--- src/rtl/core/nap_pkg.sv ---
// ----------------------------------------------------------------------------
// nap_pkg
// Shared types and constants of the notification attribute parser.
// ----------------------------------------------------------------------------
`default_nettype none

package nap_pkg;

  // Result kinds.
  localparam logic [1:0] KIND_TITLE   = 2'd0;
  localparam logic [1:0] KIND_MESSAGE = 2'd1;
  localparam logic [1:0] KIND_VERDICT = 2'd2;

  // Verdict status codes.
  localparam logic [2:0] ST_OK          = 3'd0;
  localparam logic [2:0] ST_SHORT       = 3'd1;
  localparam logic [2:0] ST_BAD_COMMAND = 3'd2;
  localparam logic [2:0] ST_CUT_LENGTH  = 3'd3;
  localparam logic [2:0] ST_TOO_LONG    = 3'd4;
  localparam logic [2:0] ST_OVERRUN     = 3'd5;
  localparam logic [2:0] ST_UNKNOWN_ID  = 3'd6;

  // Configuration register indexes.
  localparam int unsigned CFG_IDX_W = 3;
  localparam logic [CFG_IDX_W-1:0] CFG_COMMAND_CODE  = 3'd0;
  localparam logic [CFG_IDX_W-1:0] CFG_TITLE_CODE    = 3'd1;
  localparam logic [CFG_IDX_W-1:0] CFG_MESSAGE_CODE  = 3'd2;
  localparam logic [CFG_IDX_W-1:0] CFG_TITLE_LIMIT   = 3'd3;
  localparam logic [CFG_IDX_W-1:0] CFG_MESSAGE_LIMIT = 3'd4;
  localparam int unsigned CFG_DATA_W = 16;

  // Register values after reset.
  localparam logic [7:0]  RST_COMMAND_CODE  = 8'd0;
  localparam logic [7:0]  RST_TITLE_CODE    = 8'd1;
  localparam logic [7:0]  RST_MESSAGE_CODE  = 8'd3;
  localparam logic [15:0] RST_TITLE_LIMIT   = 16'd50;
  localparam logic [15:0] RST_MESSAGE_LIMIT = 16'd100;

  typedef struct packed {
    logic [7:0]  command_code;
    logic [7:0]  title_code;
    logic [7:0]  message_code;
    logic [15:0] title_limit;
    logic [15:0] message_limit;
  } nap_cfg_t;

  // One registered input item on its way to the parser.
  typedef struct packed {
    logic       valid;
    logic [7:0] byte_in;
    logic       last_byte;
  } nap_item_t;

endpackage : nap_pkg

`default_nettype wire

--- src/rtl/core/nap_cfg.sv ---
// ----------------------------------------------------------------------------
// nap_cfg
// Configuration register file of the notification attribute parser.
// ----------------------------------------------------------------------------
`default_nettype none

module nap_cfg (
  input  wire logic                             clk,
  input  wire logic                             rst_n,
  input  wire logic                             cfg_we,
  input  wire logic [nap_pkg::CFG_IDX_W-1:0]    cfg_index,
  input  wire logic [nap_pkg::CFG_DATA_W-1:0]   cfg_data,
  output nap_pkg::nap_cfg_t                     cfg
);

  nap_pkg::nap_cfg_t cfg_r;
  nap_pkg::nap_cfg_t cfg_nxt;

  always_comb begin
    cfg_nxt = cfg_r;
    if (cfg_we) begin
      case (cfg_index)
        nap_pkg::CFG_COMMAND_CODE:  cfg_nxt.command_code  = cfg_data[7:0];
        nap_pkg::CFG_TITLE_CODE:    cfg_nxt.title_code    = cfg_data[7:0];
        nap_pkg::CFG_MESSAGE_CODE:  cfg_nxt.message_code  = cfg_data[7:0];
        nap_pkg::CFG_TITLE_LIMIT:   cfg_nxt.title_limit   = cfg_data;
        nap_pkg::CFG_MESSAGE_LIMIT: cfg_nxt.message_limit = cfg_data;
        default: ;
      endcase
    end
  end

  always_ff @(posedge clk) begin
    if (!rst_n) begin
      cfg_r.command_code  <= nap_pkg::RST_COMMAND_CODE;
      cfg_r.title_code    <= nap_pkg::RST_TITLE_CODE;
      cfg_r.message_code  <= nap_pkg::RST_MESSAGE_CODE;
      cfg_r.title_limit   <= nap_pkg::RST_TITLE_LIMIT;
      cfg_r.message_limit <= nap_pkg::RST_MESSAGE_LIMIT;
    end else begin
      cfg_r <= cfg_nxt;
    end
  end

  assign cfg = cfg_r;

endmodule : nap_cfg

`default_nettype wire

--- src/rtl/core/nap_in_stage.sv ---
// ----------------------------------------------------------------------------
// nap_in_stage
// Input register: holds one byte item until the parser stage takes it.
// ----------------------------------------------------------------------------
`default_nettype none

module nap_in_stage (
  input  wire logic          clk,
  input  wire logic          rst_n,
  input  wire logic          in_valid,
  output logic               in_stall,
  input  wire logic [7:0]    in_byte_in,
  input  wire logic          in_last_byte,
  input  wire logic          advance,
  output nap_pkg::nap_item_t item
);

  logic       vld_r;
  logic       vld_nxt;
  logic [7:0] byte_r;
  logic       last_r;
  logic       load;

  // The held item leaves whenever the parser stage advances.
  assign in_stall = vld_r && !advance;
  assign load     = !in_stall;
  assign vld_nxt  = load ? in_valid : vld_r;

  always_ff @(posedge clk) begin
    if (!rst_n) begin
      vld_r <= 1'b0;
    end else begin
      vld_r <= vld_nxt;
    end
  end

  always_ff @(posedge clk) begin
    if (load && in_valid) begin
      byte_r <= in_byte_in;
      last_r <= in_last_byte;
    end
  end

  assign item.valid     = vld_r;
  assign item.byte_in   = byte_r;
  assign item.last_byte = last_r;

endmodule : nap_in_stage

`default_nettype wire

--- src/rtl/core/nap_parse.sv ---
// ----------------------------------------------------------------------------
// nap_parse
// Message parser and result register, one byte item per cycle unless stalled.
// ----------------------------------------------------------------------------
`default_nettype none

module nap_parse (
  input  wire logic          clk,
  input  wire logic          rst_n,
  input  wire nap_pkg::nap_cfg_t  cfg,
  input  wire nap_pkg::nap_item_t item,
  output logic               advance,
  output logic               out_valid,
  input  wire logic          out_stall,
  output logic [1:0]         out_kind,
  output logic [7:0]         out_data_byte,
  output logic [31:0]        out_notification_uid,
  output logic [2:0]         out_status
);

  typedef enum logic [2:0] {
    PH_COMMAND,
    PH_UID,
    PH_ATTR_ID,
    PH_LEN_LO,
    PH_LEN_HI,
    PH_DATA
  } phase_t;

  phase_t      phase_r, phase_nxt;
  logic [31:0] uid_r, uid_nxt;
  logic [1:0]  cnt_r, cnt_nxt;
  logic [7:0]  len_lo_r, len_lo_nxt;
  logic [15:0] left_r, left_nxt;
  logic        is_msg_r, is_msg_nxt;
  logic [2:0]  err_r, err_nxt;

  logic        out_valid_r, out_valid_nxt;
  logic [1:0]  kind_r, kind_nxt;
  logic [7:0]  data_r, data_nxt;
  logic [31:0] ouid_r, ouid_nxt;
  logic [2:0]  status_r, status_nxt;

  logic        go;
  logic        has_data;
  logic [7:0]  b;
  logic [15:0] full_len;
  logic [15:0] limit;
  logic [2:0]  verdict;

  assign advance  = !out_valid_r || !out_stall;
  assign go       = item.valid && advance;
  assign b        = item.byte_in;
  assign full_len = {b, len_lo_r};
  assign limit    = is_msg_r ? cfg.message_limit : cfg.title_limit;

  always_comb begin
    phase_nxt  = phase_r;
    uid_nxt    = uid_r;
    cnt_nxt    = cnt_r;
    len_lo_nxt = len_lo_r;
    left_nxt   = left_r;
    is_msg_nxt = is_msg_r;
    err_nxt    = err_r;
    has_data   = 1'b0;

    case (phase_r)
      PH_COMMAND: begin
        if (b != cfg.command_code) begin
          err_nxt = nap_pkg::ST_BAD_COMMAND;
        end
        uid_nxt   = '0;
        cnt_nxt   = '0;
        phase_nxt = PH_UID;
      end
      PH_UID: begin
        case (cnt_r)
          2'd0:    uid_nxt[7:0]   = uid_r[7:0]   | b;
          2'd1:    uid_nxt[15:8]  = uid_r[15:8]  | b;
          2'd2:    uid_nxt[23:16] = uid_r[23:16] | b;
          default: uid_nxt[31:24] = uid_r[31:24] | b;
        endcase
        cnt_nxt = cnt_r + 2'd1;
        if (cnt_r == 2'd3) begin
          phase_nxt = PH_ATTR_ID;
        end
      end
      default: begin
        // Once an error is recorded, records are no longer parsed.
        if (err_r == nap_pkg::ST_OK) begin
          case (phase_r)
            PH_ATTR_ID: begin
              if (b == cfg.title_code) begin
                is_msg_nxt = 1'b0;
                phase_nxt  = PH_LEN_LO;
              end else if (b == cfg.message_code) begin
                is_msg_nxt = 1'b1;
                phase_nxt  = PH_LEN_LO;
              end else begin
                err_nxt = nap_pkg::ST_UNKNOWN_ID;
              end
            end
            PH_LEN_LO: begin
              len_lo_nxt = b;
              phase_nxt  = PH_LEN_HI;
            end
            PH_LEN_HI: begin
              if (full_len > limit) begin
                err_nxt = nap_pkg::ST_TOO_LONG;
              end else begin
                left_nxt  = full_len;
                phase_nxt = (full_len != '0) ? PH_DATA : PH_ATTR_ID;
              end
            end
            PH_DATA: begin
              has_data = 1'b1;
              left_nxt = left_r - 16'd1;
              if (left_r == 16'd1) begin
                phase_nxt = PH_ATTR_ID;
              end
            end
            default: begin
              phase_nxt = PH_ATTR_ID;
            end
          endcase
        end
      end
    endcase

    if (phase_nxt == PH_COMMAND || phase_nxt == PH_UID) begin
      verdict = nap_pkg::ST_SHORT;
    end else if (err_nxt != nap_pkg::ST_OK) begin
      verdict = err_nxt;
    end else if (phase_nxt == PH_LEN_LO || phase_nxt == PH_LEN_HI) begin
      verdict = nap_pkg::ST_CUT_LENGTH;
    end else if (phase_nxt == PH_DATA) begin
      verdict = nap_pkg::ST_OVERRUN;
    end else begin
      verdict = nap_pkg::ST_OK;
    end

    ouid_nxt = uid_nxt;
    if (item.last_byte) begin
      kind_nxt      = nap_pkg::KIND_VERDICT;
      data_nxt      = has_data ? b : 8'd0;
      status_nxt    = verdict;
      out_valid_nxt = 1'b1;
      // The message is over: all message state returns to its reset value.
      phase_nxt  = PH_COMMAND;
      uid_nxt    = '0;
      cnt_nxt    = '0;
      len_lo_nxt = '0;
      left_nxt   = '0;
      is_msg_nxt = 1'b0;
      err_nxt    = nap_pkg::ST_OK;
    end else begin
      kind_nxt      = is_msg_r ? nap_pkg::KIND_MESSAGE : nap_pkg::KIND_TITLE;
      data_nxt      = b;
      status_nxt    = nap_pkg::ST_OK;
      out_valid_nxt = has_data;
    end
  end

  always_ff @(posedge clk) begin
    if (!rst_n) begin
      phase_r     <= PH_COMMAND;
      uid_r       <= '0;
      cnt_r       <= '0;
      len_lo_r    <= '0;
      left_r      <= '0;
      is_msg_r    <= 1'b0;
      err_r       <= nap_pkg::ST_OK;
      out_valid_r <= 1'b0;
    end else if (go) begin
      phase_r     <= phase_nxt;
      uid_r       <= uid_nxt;
      cnt_r       <= cnt_nxt;
      len_lo_r    <= len_lo_nxt;
      left_r      <= left_nxt;
      is_msg_r    <= is_msg_nxt;
      err_r       <= err_nxt;
      out_valid_r <= out_valid_nxt;
    end else if (advance) begin
      out_valid_r <= 1'b0;
    end
  end

  always_ff @(posedge clk) begin
    if (go) begin
      kind_r   <= kind_nxt;
      data_r   <= data_nxt;
      ouid_r   <= ouid_nxt;
      status_r <= status_nxt;
    end
  end

  assign out_valid            = out_valid_r;
  assign out_kind             = kind_r;
  assign out_data_byte        = data_r;
  assign out_notification_uid = ouid_r;
  assign out_status           = status_r;

endmodule : nap_parse

`default_nettype wire

--- src/rtl/core/notification_attribute_parser.sv ---
// Path: an accepted byte is held in the input register, then the parser stage
// writes its result, if it has one, into the result register.
// Throughput: one byte item per cycle; the parser stage advances whenever the result
// register is empty or its result is being taken.
// Reset (rst_n low, synchronous): message state clears, registers load their defaults.
// ----------------------------------------------------------------------------
// notification_attribute_parser
// Parses a notification attribute response byte stream, passes title and
// message bytes out and gives a verdict with id and status on the last byte.
// ----------------------------------------------------------------------------
`default_nettype none

module notification_attribute_parser (
  input  wire logic                           clk,
  input  wire logic                           rst_n,
  input  wire logic                           in_valid,
  output logic                                in_stall,
  input  wire logic [7:0]                     in_byte_in,
  input  wire logic                           in_last_byte,
  output logic                                out_valid,
  input  wire logic                           out_stall,
  output logic [1:0]                          out_kind,
  output logic [7:0]                          out_data_byte,
  output logic [31:0]                         out_notification_uid,
  output logic [2:0]                          out_status,
  input  wire logic                           cfg_we,
  input  wire logic [nap_pkg::CFG_IDX_W-1:0]  cfg_index,
  input  wire logic [nap_pkg::CFG_DATA_W-1:0] cfg_data
);

  nap_pkg::nap_cfg_t  cfg;
  nap_pkg::nap_item_t item;
  logic               advance;

  nap_cfg u_cfg (
    .clk       (clk),
    .rst_n     (rst_n),
    .cfg_we    (cfg_we),
    .cfg_index (cfg_index),
    .cfg_data  (cfg_data),
    .cfg       (cfg)
  );

  nap_in_stage u_in (
    .clk          (clk),
    .rst_n        (rst_n),
    .in_valid     (in_valid),
    .in_stall     (in_stall),
    .in_byte_in   (in_byte_in),
    .in_last_byte (in_last_byte),
    .advance      (advance),
    .item         (item)
  );

  nap_parse u_parse (
    .clk                  (clk),
    .rst_n                (rst_n),
    .cfg                  (cfg),
    .item                 (item),
    .advance              (advance),
    .out_valid            (out_valid),
    .out_stall            (out_stall),
    .out_kind             (out_kind),
    .out_data_byte        (out_data_byte),
    .out_notification_uid (out_notification_uid),
    .out_status           (out_status)
  );

endmodule : notification_attribute_parser

`default_nettype wire

--- config.mk ---
export PLATFORM = sky130hd
export DESIGN_NAME = notification_attribute_parser
export DESIGN_NICKNAME = d
export VERILOG_FILES = /design/src/rtl/core/nap_pkg.sv /design/src/rtl/core/nap_cfg.sv /design/src/rtl/core/nap_in_stage.sv /design/src/rtl/core/nap_parse.sv /design/src/rtl/core/notification_attribute_parser.sv
export SDC_FILE = /design/constraint.sdc
export NUM_CORES = 1
export LEC_CHECK = 0
export ABC_CLOCK_PERIOD_IN_PS = 3200
export BUFFER_PORTS_ARGS = -buffer_cell sky130_fd_sc_hd__buf_2
export CAP_MARGIN = 0
export CORE_UTILIZATION = 45
export DETAILED_ROUTE_END_ITERATION = 8
export GPL_TIMING_DRIVEN = 0
export HOLD_SLACK_MARGIN = 0.1
export PLACE_DENSITY = 0.66
export SLEW_MARGIN = 10
export SYNTH_ARGS = -nofsm -noshare
export SYNTH_HDL_FRONTEND = slang
export SYNTH_HIERARCHICAL = 1
export SYNTH_SLANG_ARGS = --single-unit
--- constraint.sdc ---
create_clock -name clk -period 3.2 [get_ports clk]
set_input_delay 0.64 -clock clk [delete_from_list [all_inputs] [get_ports clk]]
set_output_delay 0.64 -clock clk [all_outputs]
set_load 0.02 [all_outputs]
**Word-level counts from Yosys, hierarchy flattened**

Index checks and enable logic that the tools add are counted.

- Memories kept: 0
- Bits in read-only memories: 0
- Bits in latches: 0
- Word-level logic and storage cells: 142
- Input port bits: 33
- Memory bits (writable): 0
- Bits in registers: 177

- Muxes and demuxes: 55
- Add/sub/neg operators: 2
- Reduce and logical (&&, ||, !) cells: 36
- Multiply operators: 0
- Div/mod/pow operators: 0
- Shift operators: 0
- Bitwise logic cells: 5
- Order comparisons: 1
- Equality and inequality tests: 22

Operators by type and width:

| operator | number |
|---|---|
| $mux 16 | 5 |
| $mux 8 | 10 |
| $pmux 32 s2 | 1 |
| $mux 3 | 17 |
| $mux 32 | 1 |
| $or 8x8->8 | 4 |
| $pmux 16 s2 | 1 |
| $pmux 3 s2 | 3 |
| $eq 16x1->1 const B | 1 |
| $eq 8x8->1 | 2 |
| $gt 16x16->1 | 1 |
| $reduce_bool 16->1 | 1 |
| $sub 16x1->16 const B | 1 |
| $eq 3x2->1 const B | 5 |
| $eq 3x3->1 const B | 5 |
| $mux 1 | 14 |
| $logic_not 3->1 | 4 |
| $pmux 3 s4 | 1 |
| $reduce_and 2->1 | 6 |
| $reduce_bool 3->1 | 4 |
| $reduce_and 5->1 | 2 |
| $eq 3x1->1 const B | 3 |
| $ne 8x8->1 | 1 |
| $reduce_bool 2->1 | 4 |
| other kinds (15) | 24 |

**Logic depth before layout (Yosys ltp)**

Gate-level depths: netlist (run 1).

- Word-level depth: 11
- Depth in mapped cells: 14

**Modules after synthesis**

The synthesis (run 1) kept the hierarchy.

Modules (own cells, without submodules):

| module | times used | cells an instance | area an instance (um^2) |
|---|---|---|---|
| nap_parse | 1 | 638 | 5980.7 |
| nap_cfg | 1 | 212 | 2160.8 |
| nap_in_stage | 1 | 15 | 332.8 |

**Worst setup path after synthesis (run 1)**

OpenSTA, ideal clock, no wires.

- Kind: register to register
- Start point: register u_parse.is_msg_r
- End point: register u_parse.status_r[1] (netlist: u_parse/out_status[1]) (data pin)
- Stages on the path, launching flop included: 13
- Data arrival time: 3.141 ns
- Path buffers: 2
- Slack: -0.206 ns
- Data required time: 2.936 ns
- Path through: dfxtp_1 -> clkbuf_1 -> clkbuf_1 -> mux2i_1 -> ha_1 -> nand4_1 -> or4_4 -> a21oi_1 -> nor4_1 -> nor3b_2 -> a31oi_1 -> o211ai_1 -> a211oi_1

- Word-level cells in the longest chain between the ends: 10
- Elaborated cells between the ends (all ways): 20
- Those cells by class: order compare: 1; eq/ne: 3; mux: 11; reduce/logical: 5

Ends and longest elaborated chain:

| item | RTL line | source |
|---|---|---|
| start, declared | nap_parse.sv:35 | `logic is_msg_r, is_msg_nxt;` |
| start signal, assigned | nap_parse.sv:180 | `is_msg_r <= is_msg_nxt;` |
| $mux 16 * | nap_parse.sv:55 | `assign limit = is_msg_r ? cfg.message_limit : cfg.title_limit;` |
| $gt 16x16->1 * | nap_parse.sv:108 | `if (full_len > limit) begin` |
| $mux 3 | nap_parse.sv:108 |  |
| $pmux 3 s4 | nap_parse.sv:91 | `case (phase_r)` |
| $mux 3 | nap_parse.sv:90 | `if (err_r == nap_pkg::ST_OK) begin` |
| $pmux 3 s2 | nap_parse.sv:67 | `case (phase_r)` |
| $eq 3x2->1 / $eq 3x3->1 (equally long branches) | nap_parse.sv:134 | `end else if (phase_nxt == PH_LEN_LO \|\| phase_nxt == PH_LEN_HI) begin` |
| $logic_or 1x1->1 | nap_parse.sv:134 |  |
| $mux 3 | nap_parse.sv:134 |  |
| $mux 3 | nap_parse.sv:132 | `end else if (err_nxt != nap_pkg::ST_OK) begin` |
| end signal, assigned | nap_parse.sv:193 | `status_r <= status_nxt;` |
| end, declared | nap_parse.sv:42 | `logic [2:0] status_r, status_nxt;` |

Mark *: on every way between the ends. The rest lies on a longest branch, timed or not.
A chain may end at the register's enable or synchronous reset.

**Worst setup path in the final report (run 1)**

- Start point: register u_parse.is_msg_r
- End point: register u_parse.status_r[0] (netlist: u_parse/out_status[0]) (data pin)

- Word-level cells in the longest chain between the ends: 11
- Elaborated cells between the ends (all ways): 22
- Those cells by class: order compare: 1; eq/ne: 4; mux: 13; reduce/logical: 4

Ends and longest elaborated chain:

| item | RTL line | source |
|---|---|---|
| $mux 16 * | nap_parse.sv:55 |  |
| $gt 16x16->1 * | nap_parse.sv:108 |  |
| $mux 3 | nap_parse.sv:108 |  |
| $pmux 3 s4 | nap_parse.sv:91 |  |
| $mux 3 | nap_parse.sv:90 |  |
| $pmux 3 s2 | nap_parse.sv:67 |  |
| $eq 3x3->1, or another cell as far along | nap_parse.sv:136 | `end else if (phase_nxt == PH_DATA) begin` |
| $mux 3 / $logic_or 1x1->1 (equally long branches) | nap_parse.sv:136, nap_parse.sv:134 |  |
| $mux 3 | nap_parse.sv:134 |  |
| $mux 3 | nap_parse.sv:132 |  |
| $mux 1 * | nap_parse.sv:130 | `if (phase_nxt == PH_COMMAND \|\| phase_nxt == PH_UID) begin` |

Marks and branches as above.

==> impl_metrics.env, run 1 <==
export IMPL_gp_congestion=0.944
export IMPL_register_area_um2=4090
export IMPL_grt_max_degree=28
export IMPL_die_h_um=139
export IMPL_crit_fanout=5
export IMPL_synth_area_um2=8470
export IMPL_cts_max_level=4
export IMPL_clk_pin_slew_ps=70
export IMPL_grt_antenna_before_repair=0
export IMPL_numCtsBuffers=17
export IMPL_ir_drop_mv=0.400
export IMPL_dp_hpwl_um=15100
export IMPL_grt_pass1_wl_um=34600
export IMPL_fin_ws_ps=121
export IMPL_power_mw=5.08
export IMPL_max_cap_violations=0
export IMPL_drtIter0Drc=583
export IMPL_clockRootBuffer="clkbuf_16"
export IMPL_post_route_period_util=0.962
export IMPL_clk_latency_ps=440
export IMPL_cts_tree="built"
export IMPL_dieArea_um2=19400
export IMPL_ys_warn_count=6
export IMPL_setup_viol=0
export IMPL_hold_ws_ps=377
export IMPL_synthCells=865
export IMPL_synthArstFlopShare=0
export IMPL_period_minus_slack_ps=3080
export IMPL_slew_headroom=0.351
export IMPL_port_buffers=79
export IMPL_start_util=0.465
export IMPL_finalHoldViolations=0
export IMPL_n_fill_cell=1624
export IMPL_synth_edff_count=54
export IMPL_power_leakage_nw=3.71
export IMPL_critical_path_startpoint="u_parse/is_msg_r"
export IMPL_slowest_delay_ps=500
export IMPL_wl_per_cell_um=18.3
export IMPL_clock_sinks=177
export IMPL_violations="DRC"
export IMPL_hold_depth=1
export IMPL_multi_input_area_um2=4200
export IMPL_avgSynthCellArea_um2=9.80
export IMPL_worstMarginPinSlew_ps=972
export IMPL_track_usage=0.232
export IMPL_die_width_um=139
export IMPL_drv_slew=0
export IMPL_fmax_ghz=0.325
export IMPL_antenna_left=0
export IMPL_r2r_start="u_parse/is_msg_r"
export IMPL_skew_ps=7.24
export IMPL_grt_pass1_vias=6442
export IMPL_synth_seq_cells=177
export IMPL_utilization=0.552
export IMPL_syn2layout_area_growth_pct=18.5
export IMPL_ios=80
export IMPL_wl_um=22100
export IMPL_path_cells="clkbuf_16, mux2i_4, ha_4, nand4_1, or4_4, a21oi_4, nor4_4, nor3b_2, buf_4, o221ai_4, nand3_1, a31oi_1"
export IMPL_fin_nets=1027
export IMPL_power_density_nw_per_um2=506
export IMPL_synth_fp_nets=922
export IMPL_drive_gt1_frac=0.183
export IMPL_rows=49
export IMPL_pre_cts_ws_ps=-619
export IMPL_core_area_um2=18200
export IMPL_cp_start_kind="flop"
export IMPL_synthFlopType="dfxtp_1"
export IMPL_outcome="finished, violations left"
export IMPL_yosysUniqueCellTypes=66
export IMPL_vias_per_cell=5.62
export IMPL_overflow=0
export IMPL_crit_slowest_cell="or4_4"
export IMPL_min_from="in_last_byte"
export IMPL_ys_seq_area_frac=0.482
export IMPL_cts_buffer_depth=2
export IMPL_worstSetupPathType="flop to flop"
export IMPL_first_pass_iters=7
export IMPL_r2r_cells=12
export IMPL_vias=6814
export IMPL_drc=2
export IMPL_end_kind="flop"
export IMPL_critPathRequiredTime_ps=3350
export IMPL_hold_path_class="input port to flop"
export IMPL_antenna_cells=0
export IMPL_worstPathArrival_ps=3230
[cell usage after synthesis, drive strengths merged, types with 2 or more instances]
master	count	area, µm²
a2111oi	5	87.6
a21boi	11	82.6
a21o	2	15.0
a21oi	65	325
a22oi	33	248
a311oi	3	26.3
a31oi	3	18.8
and2	23	144
and3	2	12.5
and4	2	17.5
and4bb	2	25.0
buf	21	123
clkbuf	43	161
dfxtp	123	2460
edfxtp	54	1620
ha	24	300
inv	10	37.5
mux2i	71	711
nand2	100	375
nand2b	5	31.3
nand3	14	70.1
nand4	9	56.3
nor2	61	236
nor2b	62	395
nor3	12	65.1
nor3b	2	20.0
nor4	11	68.8
o211ai	6	45.0
o21a	3	22.5
o21ai	20	100
o221a	9	101
o221ai	2	17.5
o31ai	2	15.0
or2	2	12.5
or4	2	18.8
xnor2	18	158
xor2	10	87.6
[sequential cells by signal, indices dropped and copies added (netlist names)]
signal and flops:
u_parse/uid_r 32, u_parse/phase_r 3, u_parse/out_status 3, u_parse/len_lo_r 8, u_parse/out_kind 2, u_parse/is_msg_r 1
u_in/byte_r 8, u_parse/err_r 3, u_parse/cnt_r 2, u_parse/out_valid 1, u_parse/out_data_byte 8, u_cfg/cfg 56
u_parse/out_notification_uid 32, u_in/vld_r 1, u_parse/left_r 16, u_in/last_r 1
[worst paths after layout]
kind	endpoint	slack, ps
worst min-delay path	u_in/last_r	380
worst min register to register	u_cfg/cfg[16]	460
worst max register to register	u_parse/out_status[0]	120
worst max-delay path	u_parse/out_status[0]	120
[layout by cell type, fill, tap and decap left out, drive strengths merged, types with 5 or more instances in the layout]
cell	instances
xnor2	18
mux2i	71
and2	23
clkbuf	62
dfxtp	123
bufinv	5
a2111oi	5
nor4	11
nand4	9
nor2	61
nand3	14
o221a	9
o21ai	20
xor2	10
inv	13
nor2b	62
nor3	12
a21oi	65
edfxtp	54
a21boi	11
a22oi	33
buf	108
o211ai	6
nand2	100
nand2b	5
ha	24
[per-stage QoR]
step | std cells | cell area, µm² | setup TNS (ps)
floorplan | 865 | 8480 | 0
global placement | 1173 | 9160 | -27160
detailed placement | 1174 | 9180 | -9700
CTS | 1209 | 9910 | 0
global route | 1212 | 10000 | -13.8
finish | 1212 | 10000 | 0
[cell type report]
class,instances,share of cell area
plain buffers,63,0.0315
clock buffers,20,0.0435
clock inverters,12,0.0203
inverters,10,0.00374
multi-input cells,614,0.418
flip-flops and latches,177,0.407
well taps,229,0.0285
repair buffers,87,0.0477
[power breakdown]
group | total [mW] | internal (mW) | switching, mW
sequential | 2.39 | 2.36 | 0.0305
combinational | 0.406 | 0.141 | 0.265
clock | 2.28 | 1.39 | 0.890
[what timing repair did]
item / in CTS / in global routing
hold buffers: 0 / 0
gates cloned: 0 / 2
setup endpoints to repair: 23 / 26
buffers inserted: 3 / 2
resized for setup: 13 / 38
pin swaps: 2 / 16
[per-layer routing]
layer  global-route usage  wire length (µm)  vias to the layer above
met5                    0                 0                        -
met4               0.0690               291                        0
met3               0.0427              1170                       29
met2                0.386             10600                      232
met1                0.305             10100                     3264
li1                     -                 -                     3289
[worst max-delay path: cells and delay by family, from the launching register on]
kind | cells | cell delay, ps
multiplexers | 1 | 280
buffers and inverters | 2 | 350
adder cells (fa/ha/maj) | 1 | 170
AND/OR/NAND/NOR | 5 | 1190
AO/OA/AOI/OAI | 3 | 410
flip-flops | 1 | 400
[cell families (layout without fill, tap and decap cells)]
group / count (synthesis) / count (layout) / share of synthesized area
AOI/OAI and AO/OA: 173 / 173 / 0.139
xor gates and xnor gates: 28 / 28 / 0.0289
adders and majority gates: 24 / 24 / 0.0354
buffers and inverters: 74 / 192 / 0.0379
DFF: 177 / 177 / 0.482
muxes: 72 / 72 / 0.0852
and+or+nand+nor: 317 / 317 / 0.191
Note: power is estimated with default switching activity, not from simulation.
==> run 2, diff against run 1 <==
--- a/config.mk
+++ b/config.mk
@@ -8,11 +8,13 @@
 export ABC_CLOCK_PERIOD_IN_PS = 3200
 export BUFFER_PORTS_ARGS = -buffer_cell sky130_fd_sc_hd__buf_2
 export CAP_MARGIN = 0
-export CORE_UTILIZATION = 45
+export CELL_PAD_IN_SITES_DETAIL_PLACEMENT = 1
+export CELL_PAD_IN_SITES_GLOBAL_PLACEMENT = 1
+export CORE_UTILIZATION = 42
 export DETAILED_ROUTE_END_ITERATION = 8
 export GPL_TIMING_DRIVEN = 0
 export HOLD_SLACK_MARGIN = 0.1
-export PLACE_DENSITY = 0.66
+export PLACE_DENSITY_LB_ADDON = 0.1
 export SLEW_MARGIN = 10
 export SYNTH_ARGS = -nofsm -noshare
 export SYNTH_HDL_FRONTEND = slang
==> run 2 against run 1 <==
The flow finishes with violations (setup timing). Setup slack got worse by 170 ps. Routed wire length increased by 14%. Final area increased by 0.14%. Count of clock-buffer cells in the layout decreased by 2. Clock power decreased by 12%. Critical path type unchanged.
==> impl_metrics.env, run 2 (synthesis results as in run 1) <==
export IMPL_post_route_period_util=1.02
export IMPL_power_density_nw_per_um2=477
export IMPL_clk_latency_ps=440
export IMPL_slew_headroom=0.271
export IMPL_r2r_start="u_in/byte_r[5]"
export IMPL_n_fill_cell=2244
export IMPL_ios=80
export IMPL_hold_path_class="input port to flop"
export IMPL_grt_pass1_vias=6821
export IMPL_p_sw_mw=1.28
export IMPL_tns_ps=-95.3
export IMPL_vias=6889
export IMPL_antenna_left=0
export IMPL_clock_sinks=177
export IMPL_p_seq_frac=0.498
export IMPL_final_common_cell="dfxtp_1"
export IMPL_violations="setup timing"
export IMPL_crit_fanout=10
export IMPL_drv_slew=0
export IMPL_power_internal_mw=3.52
export IMPL_core_area_um2=19600
export IMPL_final_cells=1251
export IMPL_finalHoldViolations=0
export IMPL_clockRootBuffer="clkbuf_16"
export IMPL_max_cap_violations=0
export IMPL_die_width_um=144
export IMPL_critPathRequiredTime_ps=3370
export IMPL_drive_gt1_frac=0.189
export IMPL_post_dp_cell_area_um2=9230
export IMPL_fin_area_um2=10100
export IMPL_overflow=0
export IMPL_critPathCapture="u_parse/out_status[1]"
export IMPL_period_minus_slack_ps=3250
export IMPL_worstReg2RegEnd="u_parse/out_status[1]"
export IMPL_cts_tree="built"
export IMPL_fin_nets=1030
export IMPL_switching_share=0.267
export IMPL_antenna_cells=0
export IMPL_ir_drop_mv=0.345
export IMPL_worstMarginPinSlew_ps=1090
export IMPL_cts_max_level=4
export IMPL_power_leakage_nw=3.70
export IMPL_fin_ws_ps=-48.5
export IMPL_regToRegSetupSlack_ps=-50
export IMPL_final_cell_mix="dfxtp_1 (122), nand2_1 (100), buf_2 (87)"
export IMPL_setup_viol=3
export IMPL_drc=0
export IMPL_wl_um=25200
export IMPL_first_pass_iters=5
export IMPL_largest_reg_flops=56
export IMPL_worstPathArrival_ps=3420
export IMPL_port_buffers=79
export IMPL_skew_ps=10.5
export IMPL_track_usage=0.250
export IMPL_combPwrFrac=0.087
export IMPL_drtIter0Drc=374
export IMPL_wl_per_cell_um=20.1
export IMPL_clkPwrFrac=0.416
export IMPL_dieArea_um2=20700
export IMPL_die_h_um=144
export IMPL_clk_pin_slew_ps=70
export IMPL_hold_buffers=0
export IMPL_syn2layout_area_growth_pct=18.7
export IMPL_critical_path_startpoint="u_in/byte_r[5]"
export IMPL_cp_start_kind="flop"
export IMPL_start_util=0.433
export IMPL_cts_buffer_depth=2
export IMPL_dp_hpwl_um=17400
export IMPL_grt_pass1_wl_um=38400
export IMPL_vias_per_cell=5.51
export IMPL_grt_max_degree=27
export IMPL_gp_congestion=0.840
export IMPL_numCtsBuffers=17
export IMPL_dp_cells=1210
export IMPL_outcome="finished, violations left"
export IMPL_r2r_cells=8
export IMPL_fmax_ghz=0.308
export IMPL_grt_antenna_before_repair=0
export IMPL_rsz0062_at_grt="true"
export IMPL_rows=51
export IMPL_worstSetupPathType="flop to flop"
export IMPL_end_kind="flop"
## run 2: changes by cell type in the layout (fill, tap and decap cells not counted), moves of 3 or more
cell       before  now
bufinv_16       5    0
clkbuf_1       37   34
clkinv_4        0    4
mux2i_1        68   65
## run 2: repair_timing
item	4_1_cts	5_1_grt
gates cloned	0	2
endpoints found under the setup margin	23	21
pin swaps	3	12
setup buffers	4	3
gates resized for setup	23	25
## run 2: worst min path at each step
stage,depth (start not counted),startpoint,to
global placement,2,u_cfg/cfg[29],u_cfg/cfg[29]
global route,1,in_byte_in[6],u_in/byte_r[6]
CTS,1,in_byte_in[1],u_in/byte_r[1]
finish,1,in_byte_in[1],u_in/byte_r[1]
floorplan,2,u_cfg/cfg[16],u_cfg/cfg[16]
detailed placement,2,u_cfg/cfg[1],u_cfg/cfg[1]
## run 2: final cells by class
cell class	instances	area, µm²	share of cell area
multi-input cells	614	4200	0.418
flip-flops and latches	177	4090	0.406
plain buffers	64	337	0.0335
well taps	265	332	0.0330
inverters	10	37.5	0.00373
clock buffers	18	429	0.0427
repair buffers	89	508	0.0505
clock inverters	14	129	0.0128
## run 2: worst max-delay path: stages, from the launching register on
cell and delay [ps]:
edfxtp_1 470, clkbuf_2 360, xor2_1 260, nor4_1 540, a21oi_1 240, o31ai_1 580, o221ai_4 250, o211ai_1 170
a211oi_2 100
## run 2: per-stage QoR
step                      setup WS (ps)  total power, mW  utilization  hold slack (ps)
after floorplan                    80.6             2.68            -              432
after global placement            -1030             2.83        0.470              443
after detailed placement           -760             2.85        0.471              452
after CTS                          26.7             4.84        0.506              363
after global routing               -131             4.97        0.513              363
final                             -48.5             4.80        0.513              374
## run 2: power by group through the flow
stage	Clock (mW)	Sequential [mW]	Combinational, mW
6_report	2.00	2.39	0.416
5_1_grt	2.12	2.40	0.451
4_1_cts	2.04	2.39	0.412
3_5_place_dp	0	2.44	0.405
3_3_place_gp	0	2.44	0.394
2_1_floorplan	0	2.46	0.224
## run 2: layer usage
layer,share of wire,global-route usage
met1,0.46,0.324
met2,0.49,0.427
met3,0.037,0.0421
met4,0.017,0.0694
met5,0,0
==> run 3, diff against run 2 <==
--- a/config.mk
+++ b/config.mk
@@ -10,7 +10,9 @@
 export CAP_MARGIN = 0
 export CELL_PAD_IN_SITES_DETAIL_PLACEMENT = 1
 export CELL_PAD_IN_SITES_GLOBAL_PLACEMENT = 1
+export CORE_ASPECT_RATIO = 1.75
 export CORE_UTILIZATION = 42
+export CTS_CLUSTER_DIAMETER = 80
 export DETAILED_ROUTE_END_ITERATION = 8
 export GPL_TIMING_DRIVEN = 0
 export HOLD_SLACK_MARGIN = 0.1
==> run 3 against run 2 <==
The flow still finishes with violations (setup timing). Global-route usage rose by 1.4 points. Flip-flop and latch count did not move. Maximum frequency barely moved. Routed wire length rose by 3.7%. Total power fell by 0.70%. Via count rose by 1.4%. Clock skew fell by 3.1 ps. Sequential share of layout area fell by 0.15 points. Combinational power rose by 3%. Critical path type unchanged.
==> impl_metrics.env, run 3 (synthesis results as in run 1) <==
export IMPL_rsz0062_at_grt="true"
export IMPL_drv_slew=0
export IMPL_largest_reg_flops=56
export IMPL_clk_latency_ps=440
export IMPL_cts_max_level=4
export IMPL_dieArea_um2=20800
export IMPL_drive_gt1_frac=0.184
export IMPL_gp_congestion=0.861
export IMPL_skew_ps=7.41
export IMPL_clockRootBuffer="clkbuf_16"
export IMPL_finalHoldViolations=0
export IMPL_first_pass_iters=5
export IMPL_hold_path_class="input port to flop"
export IMPL_port_buffers=79
export IMPL_grt_pass1_wl_um=40300
export IMPL_final_cell_mix="dfxtp_1 (122), nand2_1 (100), buf_2 (86)"
export IMPL_numCtsBuffers=17
export IMPL_die_width_um=109
export IMPL_syn2layout_area_growth_pct=19.2
export IMPL_max_cap_violations=0
export IMPL_drc=0
export IMPL_grt_pass1_vias=7327
export IMPL_crit_fanout=10
export IMPL_post_route_period_util=1.01
export IMPL_cts_tree="built"
export IMPL_vias_per_cell=5.66
export IMPL_start_util=0.429
export IMPL_wl_per_cell_um=21.1
export IMPL_die_h_um=190
export IMPL_antenna_cells=0
export IMPL_grt_max_degree=30
export IMPL_fmax_ghz=0.308
export IMPL_clock_sinks=177
export IMPL_cts_buffer_depth=2
export IMPL_wl_um=26100
export IMPL_ir_drop_mv=0.395
export IMPL_slew_headroom=0.263
export IMPL_utilization=0.512
export IMPL_cp_start_kind="flop"
export IMPL_tns_ps=-87.7
export IMPL_core_area_um2=19700
export IMPL_rows=68
export IMPL_antenna_left=0
export IMPL_worstSetupPathType="flop to flop"
export IMPL_critPathRequiredTime_ps=3380
export IMPL_power_density_nw_per_um2=472
export IMPL_final_common_cell="dfxtp_1"
export IMPL_grt_antenna_before_repair=0
export IMPL_ios=80
export IMPL_violations="setup timing"
export IMPL_clk_pin_slew_ps=70
export IMPL_dp_cells=1190
export IMPL_fin_nets=1033
export IMPL_drtIter0Drc=275
export IMPL_setup_viol=2
export IMPL_end_kind="flop"
export IMPL_power_leakage_nw=3.69
export IMPL_final_cells=1234
export IMPL_dp_hpwl_um=18800
export IMPL_worstPathArrival_ps=3420
export IMPL_worstMarginPinSlew_ps=1110
export IMPL_vias=6983
export IMPL_outcome="finished, violations left"
export IMPL_fin_ws_ps=-47.1
export IMPL_period_minus_slack_ps=3250
export IMPL_track_usage=0.264
export IMPL_overflow=0
run 3: worst paths after layout:
kind / startpoint / endpoint / slack, ps / depth (start not counted)
worst max-delay path: u_in/byte_r[4] / u_parse/out_status[1] / -50 / 8
worst min-delay path: in_last_byte / u_in/last_r / 370 / 1
worst max register to register: u_in/byte_r[4] / u_parse/out_status[1] / -50 / 8
worst min register to register: u_cfg/cfg[25] / u_cfg/cfg[25] / 460 / 2
run 3: area by class of cell:
class | count | area (µm²)
Buffer | 63 | 328
Clock buffer | 22 | 464
Clock inverter | 10 | 77.6
Fill cell | 2276 | 9640
Inverter | 10 | 37.5
Multi-Input combinational cell | 614 | 4230
Sequential cell | 177 | 4090
Tap cell | 245 | 307
Timing Repair Buffer | 93 | 567
run 3: through the flow:
step                      cell area [µm²]  setup slack (ps)  power, mW  hold slack, ps
final                               10100             -47.1       4.77             373
after floorplan                      8480              80.6       2.68             432
after global routing                10100              -108       4.93             354
after detailed placement             9200              -750       2.85             454
after CTS                            9980             -31.5       4.80             356
after global placement               9180              -958       2.84             443
run 3: power breakdown:
part | total (mW) | leakage (nW) | switching (mW) | internal (mW)
clock | 1.95 | 0.263 | 0.906 | 1.04
combinational | 0.428 | 1.90 | 0.286 | 0.143
sequential | 2.39 | 1.52 | 0.0298 | 2.36
run 3: critical path, cell delays in order, from the launching register on:
cell      delay, ps
edfxtp_1        450
clkbuf_1        850
xor2_1          150
nor4_1          370
a21oi_1         190
o31ai_1         460
o221ai_2        270
o211ai_1        150
a211oi_1         90
run 3: timing repair:
action | CTS | global route
hold buffers | 0 | 0
endpoints found under the setup margin | 23 | 26
buffers inserted | 6 | 4
pin swaps | 9 | 12
hold endpoints to repair | 0 | 0
gates resized for setup | 25 | 23
cloned | 3 | 0
run 3: per-layer routing:
| metal | vias to the layer above | GRT usage | wire (µm) |
|---|---|---|---|
| li1 | 3303 | - | - |
| met1 | 3446 | 0.264 | 9570 |
| met2 | 168 | 0.508 | 14700 |
| met3 | 66 | 0.0459 | 773 |
| met4 | 0 | 0.125 | 1080 |
| met5 | - | 0 | 0 |
